$ cat src/design/spq_pkg.sv
package spq_pkg;

  localparam int CAPACITY_DEF = 16;
  localparam int PRIO_W       = 16;
  localparam int NAME_W       = 8;

  typedef enum logic [1:0] {
    OP_INSERT = 2'd0,
    OP_POP    = 2'd1,
    OP_SEARCH = 2'd2,
    OP_LIST   = 2'd3
  } op_t;

  typedef enum logic [1:0] {
    ST_OK       = 2'd0,
    ST_EMPTY    = 2'd1,
    ST_FULL     = 2'd2,
    ST_NOTFOUND = 2'd3
  } status_t;

  typedef struct packed {
    op_t               operation;
    logic [PRIO_W-1:0] priority_req;
    logic [NAME_W-1:0] process_name;
  } in_t;

  typedef struct packed {
    status_t           status;
    logic [PRIO_W-1:0] out_priority;
    logic [NAME_W-1:0] out_name;
    logic              last;
  } out_t;

  // Commands from the controller to the datapath.
  typedef struct packed {
    logic    load_req;
    logic    cmp;
    logic    insert;
    logic    pop;
    logic    rotate;
    logic    search_cmp;
    logic    scan_clr;
    logic    set_res;
    status_t res_code;
    logic    out_load;
    logic    out_sel_head;
    logic    out_last;
  } cmd_t;

  // Status from the datapath to the controller.
  typedef struct packed {
    op_t  op;
    logic full;
    logic empty;
    logic scan_last;
    logic out_free;
  } stat_t;

endpackage

$ cat src/design/spq_ctrl.sv
module spq_ctrl (
  input  logic           clk,
  input  logic           rst,
  input  logic           in_valid,
  output logic           in_ready,
  input  spq_pkg::stat_t stat,
  output spq_pkg::cmd_t  cmd
);

  typedef enum logic [6:0] {
    S_IDLE   = 7'b0000001,
    S_DECODE = 7'b0000010,
    S_INSERT = 7'b0000100,
    S_POP    = 7'b0001000,
    S_SCAN   = 7'b0010000,
    S_LIST   = 7'b0100000,
    S_RESP   = 7'b1000000
  } state_t;

  state_t state, state_next;

  always_ff @(posedge clk) begin
    if (rst) begin
      state <= S_IDLE;
    end else begin
      state <= state_next;
    end
  end

  always_comb begin
    state_next = state;
    in_ready   = 1'b0;
    cmd        = '0;
    cmd.res_code = spq_pkg::ST_OK;
    case (state)
      S_IDLE: begin
        in_ready = 1'b1;
        if (in_valid) begin
          cmd.load_req = 1'b1;
          state_next   = S_DECODE;
        end
      end
      S_DECODE: begin
        if (stat.op == spq_pkg::OP_INSERT) begin
          if (stat.full) begin
            cmd.set_res  = 1'b1;
            cmd.res_code = spq_pkg::ST_FULL;
            state_next   = S_RESP;
          end else begin
            cmd.cmp    = 1'b1;
            state_next = S_INSERT;
          end
        end else if (stat.empty) begin
          cmd.set_res  = 1'b1;
          cmd.res_code = spq_pkg::ST_EMPTY;
          state_next   = S_RESP;
        end else if (stat.op == spq_pkg::OP_POP) begin
          state_next = S_POP;
        end else if (stat.op == spq_pkg::OP_SEARCH) begin
          cmd.set_res  = 1'b1;
          cmd.res_code = spq_pkg::ST_NOTFOUND;
          cmd.scan_clr = 1'b1;
          state_next   = S_SCAN;
        end else begin
          cmd.scan_clr = 1'b1;
          state_next   = S_LIST;
        end
      end
      S_INSERT: begin
        cmd.insert   = 1'b1;
        cmd.set_res  = 1'b1;
        cmd.res_code = spq_pkg::ST_OK;
        state_next   = S_RESP;
      end
      S_POP: begin
        if (stat.out_free) begin
          cmd.out_load     = 1'b1;
          cmd.out_sel_head = 1'b1;
          cmd.out_last     = 1'b1;
          cmd.pop          = 1'b1;
          state_next       = S_IDLE;
        end
      end
      S_SCAN: begin
        // A full rotation visits every entry and leaves the order unchanged.
        cmd.rotate     = 1'b1;
        cmd.search_cmp = 1'b1;
        if (stat.scan_last) begin
          state_next = S_RESP;
        end
      end
      S_LIST: begin
        if (stat.out_free) begin
          cmd.out_load     = 1'b1;
          cmd.out_sel_head = 1'b1;
          cmd.out_last     = stat.scan_last;
          cmd.rotate       = 1'b1;
          if (stat.scan_last) begin
            state_next = S_IDLE;
          end
        end
      end
      S_RESP: begin
        if (stat.out_free) begin
          cmd.out_load = 1'b1;
          cmd.out_last = 1'b1;
          state_next   = S_IDLE;
        end
      end
      default: begin
        state_next = S_IDLE;
      end
    endcase
  end

  assert property (@(posedge clk) disable iff (rst) $onehot(state))
    else $error("controller state is not one-hot");
  assert property (@(posedge clk) disable iff (rst) in_ready |-> !cmd.out_load)
    else $error("result loaded while accepting a request");
  assert property (@(posedge clk) disable iff (rst)
      (state == S_SCAN && stat.scan_last) |=> state == S_RESP)
    else $error("search did not finish with a response");

endmodule

$ cat src/design/spq_datapath.sv
module spq_datapath #(
  parameter int CAPACITY = spq_pkg::CAPACITY_DEF
) (
  input  logic           clk,
  input  logic           rst,
  input  spq_pkg::in_t   in_data,
  input  spq_pkg::cmd_t  cmd,
  output spq_pkg::stat_t stat,
  input  logic           out_ready,
  output logic           out_valid,
  output spq_pkg::out_t  out_data
);

  localparam int CNT_W = $clog2(CAPACITY + 1);

  spq_pkg::in_t                 req;
  logic [spq_pkg::PRIO_W-1:0]   cell_prio [CAPACITY];
  logic [spq_pkg::NAME_W-1:0]   cell_name [CAPACITY];
  logic [spq_pkg::PRIO_W-1:0]   prev_prio [CAPACITY];
  logic [spq_pkg::NAME_W-1:0]   prev_name [CAPACITY];
  logic [spq_pkg::PRIO_W-1:0]   nxt_prio  [CAPACITY];
  logic [spq_pkg::NAME_W-1:0]   nxt_name  [CAPACITY];
  logic [CAPACITY-1:0]          gt_now;
  logic [CAPACITY-1:0]          gt;
  logic [CAPACITY-1:0]          gt_prev;
  logic [CNT_W-1:0]             count;
  logic [CNT_W-1:0]             count_m1;
  logic [CNT_W-1:0]             scan;
  spq_pkg::status_t             res_status;
  logic [spq_pkg::PRIO_W-1:0]   res_prio;
  logic [spq_pkg::NAME_W-1:0]   res_name;
  logic                         out_free;

  assign count_m1 = count - CNT_W'(1);
  assign out_free = !out_valid || out_ready;
  assign gt_prev  = {gt[CAPACITY-2:0], 1'b0};

  always_ff @(posedge clk) begin
    if (cmd.load_req) begin
      req <= in_data;
    end
  end

  // Entries past the insertion point have a strictly greater priority.
  always_comb begin
    for (int i = 0; i < CAPACITY; i++) begin
      gt_now[i] = (count > CNT_W'(i)) && (cell_prio[i] > req.priority_req);
    end
  end

  always_ff @(posedge clk) begin
    if (cmd.cmp) begin
      gt <= gt_now;
    end
  end

  for (genvar i = 0; i < CAPACITY; i++) begin : g_cell
    localparam logic [CNT_W-1:0] IDX = CNT_W'(i);

    if (i == 0) begin : g_first
      assign prev_prio[i] = req.priority_req;
      assign prev_name[i] = req.process_name;
    end else begin : g_rest
      assign prev_prio[i] = cell_prio[i-1];
      assign prev_name[i] = cell_name[i-1];
    end

    if (i == CAPACITY - 1) begin : g_tail
      assign nxt_prio[i] = cell_prio[i];
      assign nxt_name[i] = cell_name[i];
    end else begin : g_body
      assign nxt_prio[i] = cell_prio[i+1];
      assign nxt_name[i] = cell_name[i+1];
    end

    always_ff @(posedge clk) begin
      if (cmd.insert) begin
        if (gt_prev[i]) begin
          cell_prio[i] <= prev_prio[i];
          cell_name[i] <= prev_name[i];
        end else if (gt[i] || IDX == count) begin
          cell_prio[i] <= req.priority_req;
          cell_name[i] <= req.process_name;
        end
      end else if (cmd.pop) begin
        cell_prio[i] <= nxt_prio[i];
        cell_name[i] <= nxt_name[i];
      end else if (cmd.rotate) begin
        if (IDX == count_m1) begin
          cell_prio[i] <= cell_prio[0];
          cell_name[i] <= cell_name[0];
        end else if (IDX < count_m1) begin
          cell_prio[i] <= nxt_prio[i];
          cell_name[i] <= nxt_name[i];
        end
      end
    end
  end

  always_ff @(posedge clk) begin
    if (rst) begin
      count <= '0;
    end else if (cmd.insert) begin
      count <= count + CNT_W'(1);
    end else if (cmd.pop) begin
      count <= count_m1;
    end
  end

  always_ff @(posedge clk) begin
    if (cmd.scan_clr) begin
      scan <= '0;
    end else if (cmd.rotate) begin
      scan <= scan + CNT_W'(1);
    end
  end

  always_ff @(posedge clk) begin
    if (cmd.set_res) begin
      res_status <= cmd.res_code;
      res_prio   <= '0;
      res_name   <= '0;
    end else if (cmd.search_cmp && res_status == spq_pkg::ST_NOTFOUND &&
                 cell_prio[0] == req.priority_req) begin
      res_status <= spq_pkg::ST_OK;
      res_prio   <= cell_prio[0];
      res_name   <= cell_name[0];
    end
  end

  always_ff @(posedge clk) begin
    if (rst) begin
      out_valid <= 1'b0;
    end else if (cmd.out_load) begin
      out_valid <= 1'b1;
    end else if (out_ready) begin
      out_valid <= 1'b0;
    end
  end

  always_ff @(posedge clk) begin
    if (cmd.out_load) begin
      if (cmd.out_sel_head) begin
        out_data.status       <= spq_pkg::ST_OK;
        out_data.out_priority <= cell_prio[0];
        out_data.out_name     <= cell_name[0];
      end else begin
        out_data.status       <= res_status;
        out_data.out_priority <= res_prio;
        out_data.out_name     <= res_name;
      end
      out_data.last <= cmd.out_last;
    end
  end

  assign stat.op        = req.operation;
  assign stat.full      = (count == CNT_W'(CAPACITY));
  assign stat.empty     = (count == '0);
  assign stat.scan_last = (scan == count_m1);
  assign stat.out_free  = out_free;

  assert property (@(posedge clk) disable iff (rst) count <= CNT_W'(CAPACITY))
    else $error("entry count exceeds capacity");
  assert property (@(posedge clk) disable iff (rst)
      cmd.insert |=> count == $past(count) + CNT_W'(1))
    else $error("insert did not grow the queue by one");
  assert property (@(posedge clk) disable iff (rst)
      cmd.pop |=> count == $past(count) - CNT_W'(1))
    else $error("pop did not shrink the queue by one");
  assert property (@(posedge clk) disable iff (rst) (cmd.rotate || cmd.pop) |-> count != '0)
    else $error("rotate or pop on an empty queue");
  assert property (@(posedge clk) disable iff (rst) cmd.out_load |-> out_free)
    else $error("result register overwritten before it was taken");

endmodule

$ cat src/design/sorted_priority_queue.sv
// Pop goes through decode and the pop state, insert through decode, insert and response,
// search through decode, a rotation over every stored entry and response, and list sends
// registered beats one per cycle while out_ready is high; full or empty replies use decode
// and response. One request at a time; a new request is taken once the previous one has
// loaded its final beat, set by the controller sequence and the single head-of-list read
// port. Synchronous active-high reset empties the queue and drops any pending result beat.
module sorted_priority_queue #(
  parameter int CAPACITY = spq_pkg::CAPACITY_DEF
) (
  input  logic          clk,
  input  logic          rst,
  input  logic          in_valid,
  output logic          in_ready,
  input  spq_pkg::in_t  in_data,
  output logic          out_valid,
  input  logic          out_ready,
  output spq_pkg::out_t out_data
);

  spq_pkg::cmd_t  cmd;
  spq_pkg::stat_t stat;

  spq_ctrl u_ctrl (
    .clk      (clk),
    .rst      (rst),
    .in_valid (in_valid),
    .in_ready (in_ready),
    .stat     (stat),
    .cmd      (cmd)
  );

  spq_datapath #(
    .CAPACITY (CAPACITY)
  ) u_datapath (
    .clk       (clk),
    .rst       (rst),
    .in_data   (in_data),
    .cmd       (cmd),
    .stat      (stat),
    .out_ready (out_ready),
    .out_valid (out_valid),
    .out_data  (out_data)
  );

endmodule
$ cat config.mk
export PLATFORM = sky130hd
export DESIGN_NAME = sorted_priority_queue
export DESIGN_NICKNAME = d
export VERILOG_FILES = /design/src/design/spq_pkg.sv /design/src/design/spq_ctrl.sv /design/src/design/spq_datapath.sv /design/src/design/sorted_priority_queue.sv
export SDC_FILE = /design/constraint.sdc
export NUM_CORES = 2
export LEC_CHECK = 0
export BUFFER_PORTS_ARGS = -buffer_cell sky130_fd_sc_hd__buf_2
export CAP_MARGIN = 10
export CORE_UTILIZATION = 58
export CTS_CLUSTER_DIAMETER = 40
export DETAILED_ROUTE_END_ITERATION = 10
export GPL_TIMING_DRIVEN = 0
export PLACE_DENSITY = 0.84
export RECOVER_POWER = 100
export SKIP_CTS_REPAIR_TIMING = 1
export SYNTH_ARGS = -nofsm -noshare
export SYNTH_HDL_FRONTEND = slang
export SYNTH_SLANG_ARGS = --single-unit
$ cat constraint.sdc
create_clock -name clk -period 4.2 [get_ports clk]
set_input_delay 0.63 -clock clk [delete_from_list [all_inputs] [get_ports clk]]
set_output_delay 0.63 -clock clk [all_outputs]
set_load 0.02 [all_outputs]
==> metrics.md <==
| Metric | Value |
|---|---|
| Status | finished, violations left |
| Violated checks | setup timing |
| Cts bufs inserted | 89 |
| Seq cells post-synth | 497 |
| CP startpoint | u_datapath.count[1]$_SDFFE_PP0P_ |
| GRT overflow | 0 |
| Ratio of cells with drive above 1 in the final layout | 0.116 |
| Worst min-delay path category | in2reg |
| CP Launch Type | flop |
| Clk Latency, worst-skew pair | 0.67 ns |
| DP Worst Slack | -1.11 ns |
| Placed cells | 4108 |
| Avg Vias per Cell | 7.31 |
| Max Clk Rate | 0.226 GHz |
| PwrDens | 373 nW/µm² |
| Die H | 239 µm |
| Avg Inst Size Synth | 9.91 µm² |
| Final setup margin | -0.223 ns |
| Final Setup Violations | 54 |
| Critical path type | reg2reg |
| Final Util | 0.681 |
| Filler-free cell count of the finished design | 4306 |
| RR Startpoint | u_datapath.count[1]$_SDFFE_PP0P_ |
| Post-detail-place hpwl | 102000 µm |
| Max Transition Viols Final | 0 |
| Async S/R FF share, synth | 0 |
| Gpl congestion | 1.09 |
| Clock Path Buffers | 3 |
| Vias in the first global route | 29500 |
| Hold Vio Cnt, Final | 0 |
| DR iter-0 viols | 5761 |
| Setup slack, reg-to-reg | -0.22 ns |
| Cells along the critical path | buf_2, inv_1, ha_2, nor2_1, nand3_1, nor2b_2, clkbuf_2, clkbuf_1, o21bai_4 |
| Warnings from Yosys | 0 |
| Least-Margin Pin Slew | 1.38 ns |
| Wire length per cell | 31.2 µm |
| Synth Instances | 3289 |
| CP bufs+invs | 4 |
| Relative slew slack | 0.0698 |
| Num ports | 59 |
| RSZ-0062 raised after global routing | yes |
| CORE AREA | 55300 µm² |
| Critical path capture point type | flop |
| End of the critical path | u_datapath.cell_prio[15][1]$_DFFE_PP_ |
| Leakage power total | 14.7 nW |
| CP max FO | 24 |
| First drt pass iteration count | 9 |
| R2R depth | 9 |
| DRC | 0 |
| Cell Rows | 86 |
| Vias | 31500 |
| Reg-to-Reg End | u_datapath.cell_prio[15][1]$_DFFE_PP_ |
| CTS H-tree depth | 3 |
| Die ar. | 57100 µm² |
| Initial Utilization | 0.589 |
| Worst Path Arrival | 4.69 ns |
| P&R area growth vs syn | 15.6% |
| Instance count on the critical path | 9 |
| Post-synth EDFFs | 455 |
| Yosys cell types | 75 |
| Synth Net Count | 3585 |
| VDD IR-drop max | 326 µV |
| CTS tree | done |
| Final Critical Period | 4.42 ns |
| Largest net degree at the start of global routing | 26 |
| Synthesized cell area | 32600 µm² |
| CP top delay family | buffers and inverters |
| Required time of the critical path | 4.47 ns |
| First-pass GRT wire length | 191000 µm |
| Skew final | 0.0287 ns |
| Nets | 3772 |
| Initial antenna violation count | 4 |
| Worst hold margin | 0.140 ns |
| # port buffers | 58 |
| Critical path's slowest cell | o21bai_4 |
| Sink Count | 497 |
| Sequential-to-total area share from yosys stat | 0.445 |
| Die W | 239 µm |
| Final Cycle Share | 1.05 |
| Root buf cell | clkbuf_16 |
| Antenna-violating nets left | 0 |
| HP Start | in_data[2] |
| Clock transition at path regs | 0.05 ns |
| MaxCap Viol Count | 0 |
| CP max stage delay | 0.50 ns |
| Top FF cell, synth | edfxtp_1 |
| Total track usage | 0.462 |
| Detailed Route WL | 134000 µm |
[cell type report]
| cell class | instances | area, µm² |
|---|---|---|
| Antenna cell | 5 | 12.5 |
| Buffer | 268 | 1090 |
| Clock buffer | 100 | 2330 |
| Clock inverter | 68 | 878 |
| Fill cell | 4215 | 17600 |
| Inverter | 69 | 270 |
| Multi-Input combinational cell | 2452 | 17000 |
| Sequential cell | 497 | 14500 |
| Tap cell | 748 | 936 |
| Timing Repair Buffer | 99 | 673 |
[how the worst min path moves through the flow]
| stage | end | slack [ns] | cells past startpoint |
|---|---|---|---|
| 2_1_floorplan | u_datapath.res_name[0]$_SDFFE_PP0P_ | 0.43 | 2 |
| 3_3_place_gp | u_datapath.res_prio[9]$_SDFFE_PP0P_ | 0.43 | 2 |
| 3_5_place_dp | u_datapath.res_prio[11]$_SDFFE_PP0P_ | 0.44 | 2 |
| 4_1_cts | u_datapath.prev_prio[240]$_DFFE_PP_ | 0.13 | 1 |
| 5_1_grt | u_datapath.prev_name[122]$_DFFE_PP_ | 0.14 | 1 |
| 6_report | u_datapath.prev_name[122]$_DFFE_PP_ | 0.14 | 1 |
[synthesized netlist by cell type (6+ instances only)]
cell / count / area (µm²)
nor2_1: 105 / 394
mux2i_1: 169 / 1690
a31oi_1: 145 / 907
o31ai_1: 10 / 75.1
nor3b_1: 7 / 52.6
nor3_1: 60 / 300
o21a_1: 28 / 210
buf_2: 28 / 140
o21ai_0: 166 / 831
dfxtp_1: 42 / 841
edfxtp_1: 455 / 13700
inv_1: 69 / 259
a211oi_1: 7 / 52.6
nand2b_1: 10 / 62.6
o2bb2ai_1: 49 / 429
nor2b_1: 38 / 238
xor2_1: 6 / 52.6
nand2_1: 530 / 1990
or2_2: 7 / 43.8
mux2_2: 60 / 676
nand3_1: 42 / 210
a22o_1: 7 / 61.3
o211ai_1: 10 / 75.1
a2bb2oi_1: 55 / 482
a21oi_1: 194 / 971
clkbuf_1: 207 / 777
and3_1: 19 / 119
o22ai_1: 161 / 1010
a221o_1: 61 / 611
xnor2_1: 12 / 105
and2_1: 9 / 56.3
o221ai_1: 15 / 131
or3_1: 18 / 113
nor4_1: 10 / 62.6
ha_1: 266 / 3330
buf_1: 33 / 124
a21o_1: 46 / 345
nand4_1: 50 / 313
[flip-flops by register name, summed over array words and instances (netlist names)]
name                   cells
u_datapath.scan            5
u_datapath.cell_prio     256
u_datapath.prev_prio      16
u_datapath.count           5
u_datapath.stat            2
u_datapath.res_prio       16
u_datapath.prev_name       8
u_ctrl.state               7
u_datapath.out_data       27
u_datapath.out_valid       1
u_datapath.cell_name     128
u_datapath.res_name        8
u_datapath.gt             16
u_datapath.res_status      2
[power breakdown]
group	switching [W]	total [W]	internal, W
Sequential	0.0000790	0.00545	0.00538
Clock	0.00288	0.00783	0.00495
Combinational	0.000512	0.000773	0.000261
[cells in the final DEF, fill, tap and decap left out, types with 17 or more instances in the layout]
cell       synthesis  layout
o22ai_1          161     161
dfxtp_1           42      42
a221o_1           61      61
o21ai_0          166     160
nor2_1           105     105
buf_4              1      27
o21a_1            28      28
clkbuf_1         207     222
nand3_1           42      40
a31oi_1          145     143
a21o_1            46      45
clkbuf_2           0      22
clkbuf_16          0      92
ha_1             266     265
buf_2             28      60
nor2b_1           38      37
o2bb2ai_1         49      49
a21oi_1          194     191
a2bb2oi_1         55      55
buf_1             33      31
nand4_1           50      50
nor3_1            60      58
or3_1             18      17
and3_1            19      19
mux2_2            60      60
mux2i_1          169     169
edfxtp_1         455     455
inv_1             69      66
nand2_1          530     525
[cell families after synthesis]
group                    share of synthesized area
XOR/XNOR                                   0.00484
AO/OA/AOI/OAI                                0.207
adder cells (fa/ha/maj)                      0.102
AND/OR/NAND/NOR                              0.128
buffers and inverters                       0.0408
multiplexers                                0.0727
flip-flops                                   0.445
[per-layer routing]
metal  global-route usage  wire, µm
met1                0.572     44600
met2                0.692     57400
met3                0.138     21300
met4                0.318     10900
met5               0.0147        33
[worst register-to-register path: stages, from the launching register on]
cell and delay [ns]:
dfxtp_1 0.48, buf_2 0.36, inv_1 0.29, ha_2 0.43, nor2_1 0.45, nand3_1 0.22, nor2b_2 0.48, clkbuf_2 0.37
clkbuf_1 0.46, o21bai_4 0.50
[through the flow]
stage	total power (W)	cell area [µm²]	setup TNS (ns)
global placement	0.00622	33800	-668.23
floorplan	0.00595	32600	0
global route	0.0142	37700	-2.50
CTS	0.0139	37300	-354.25
detailed placement	0.00625	34100	-367.90
finish	0.0141	37700	-6.53
Note: power is estimated with default switching activity, not from simulation.
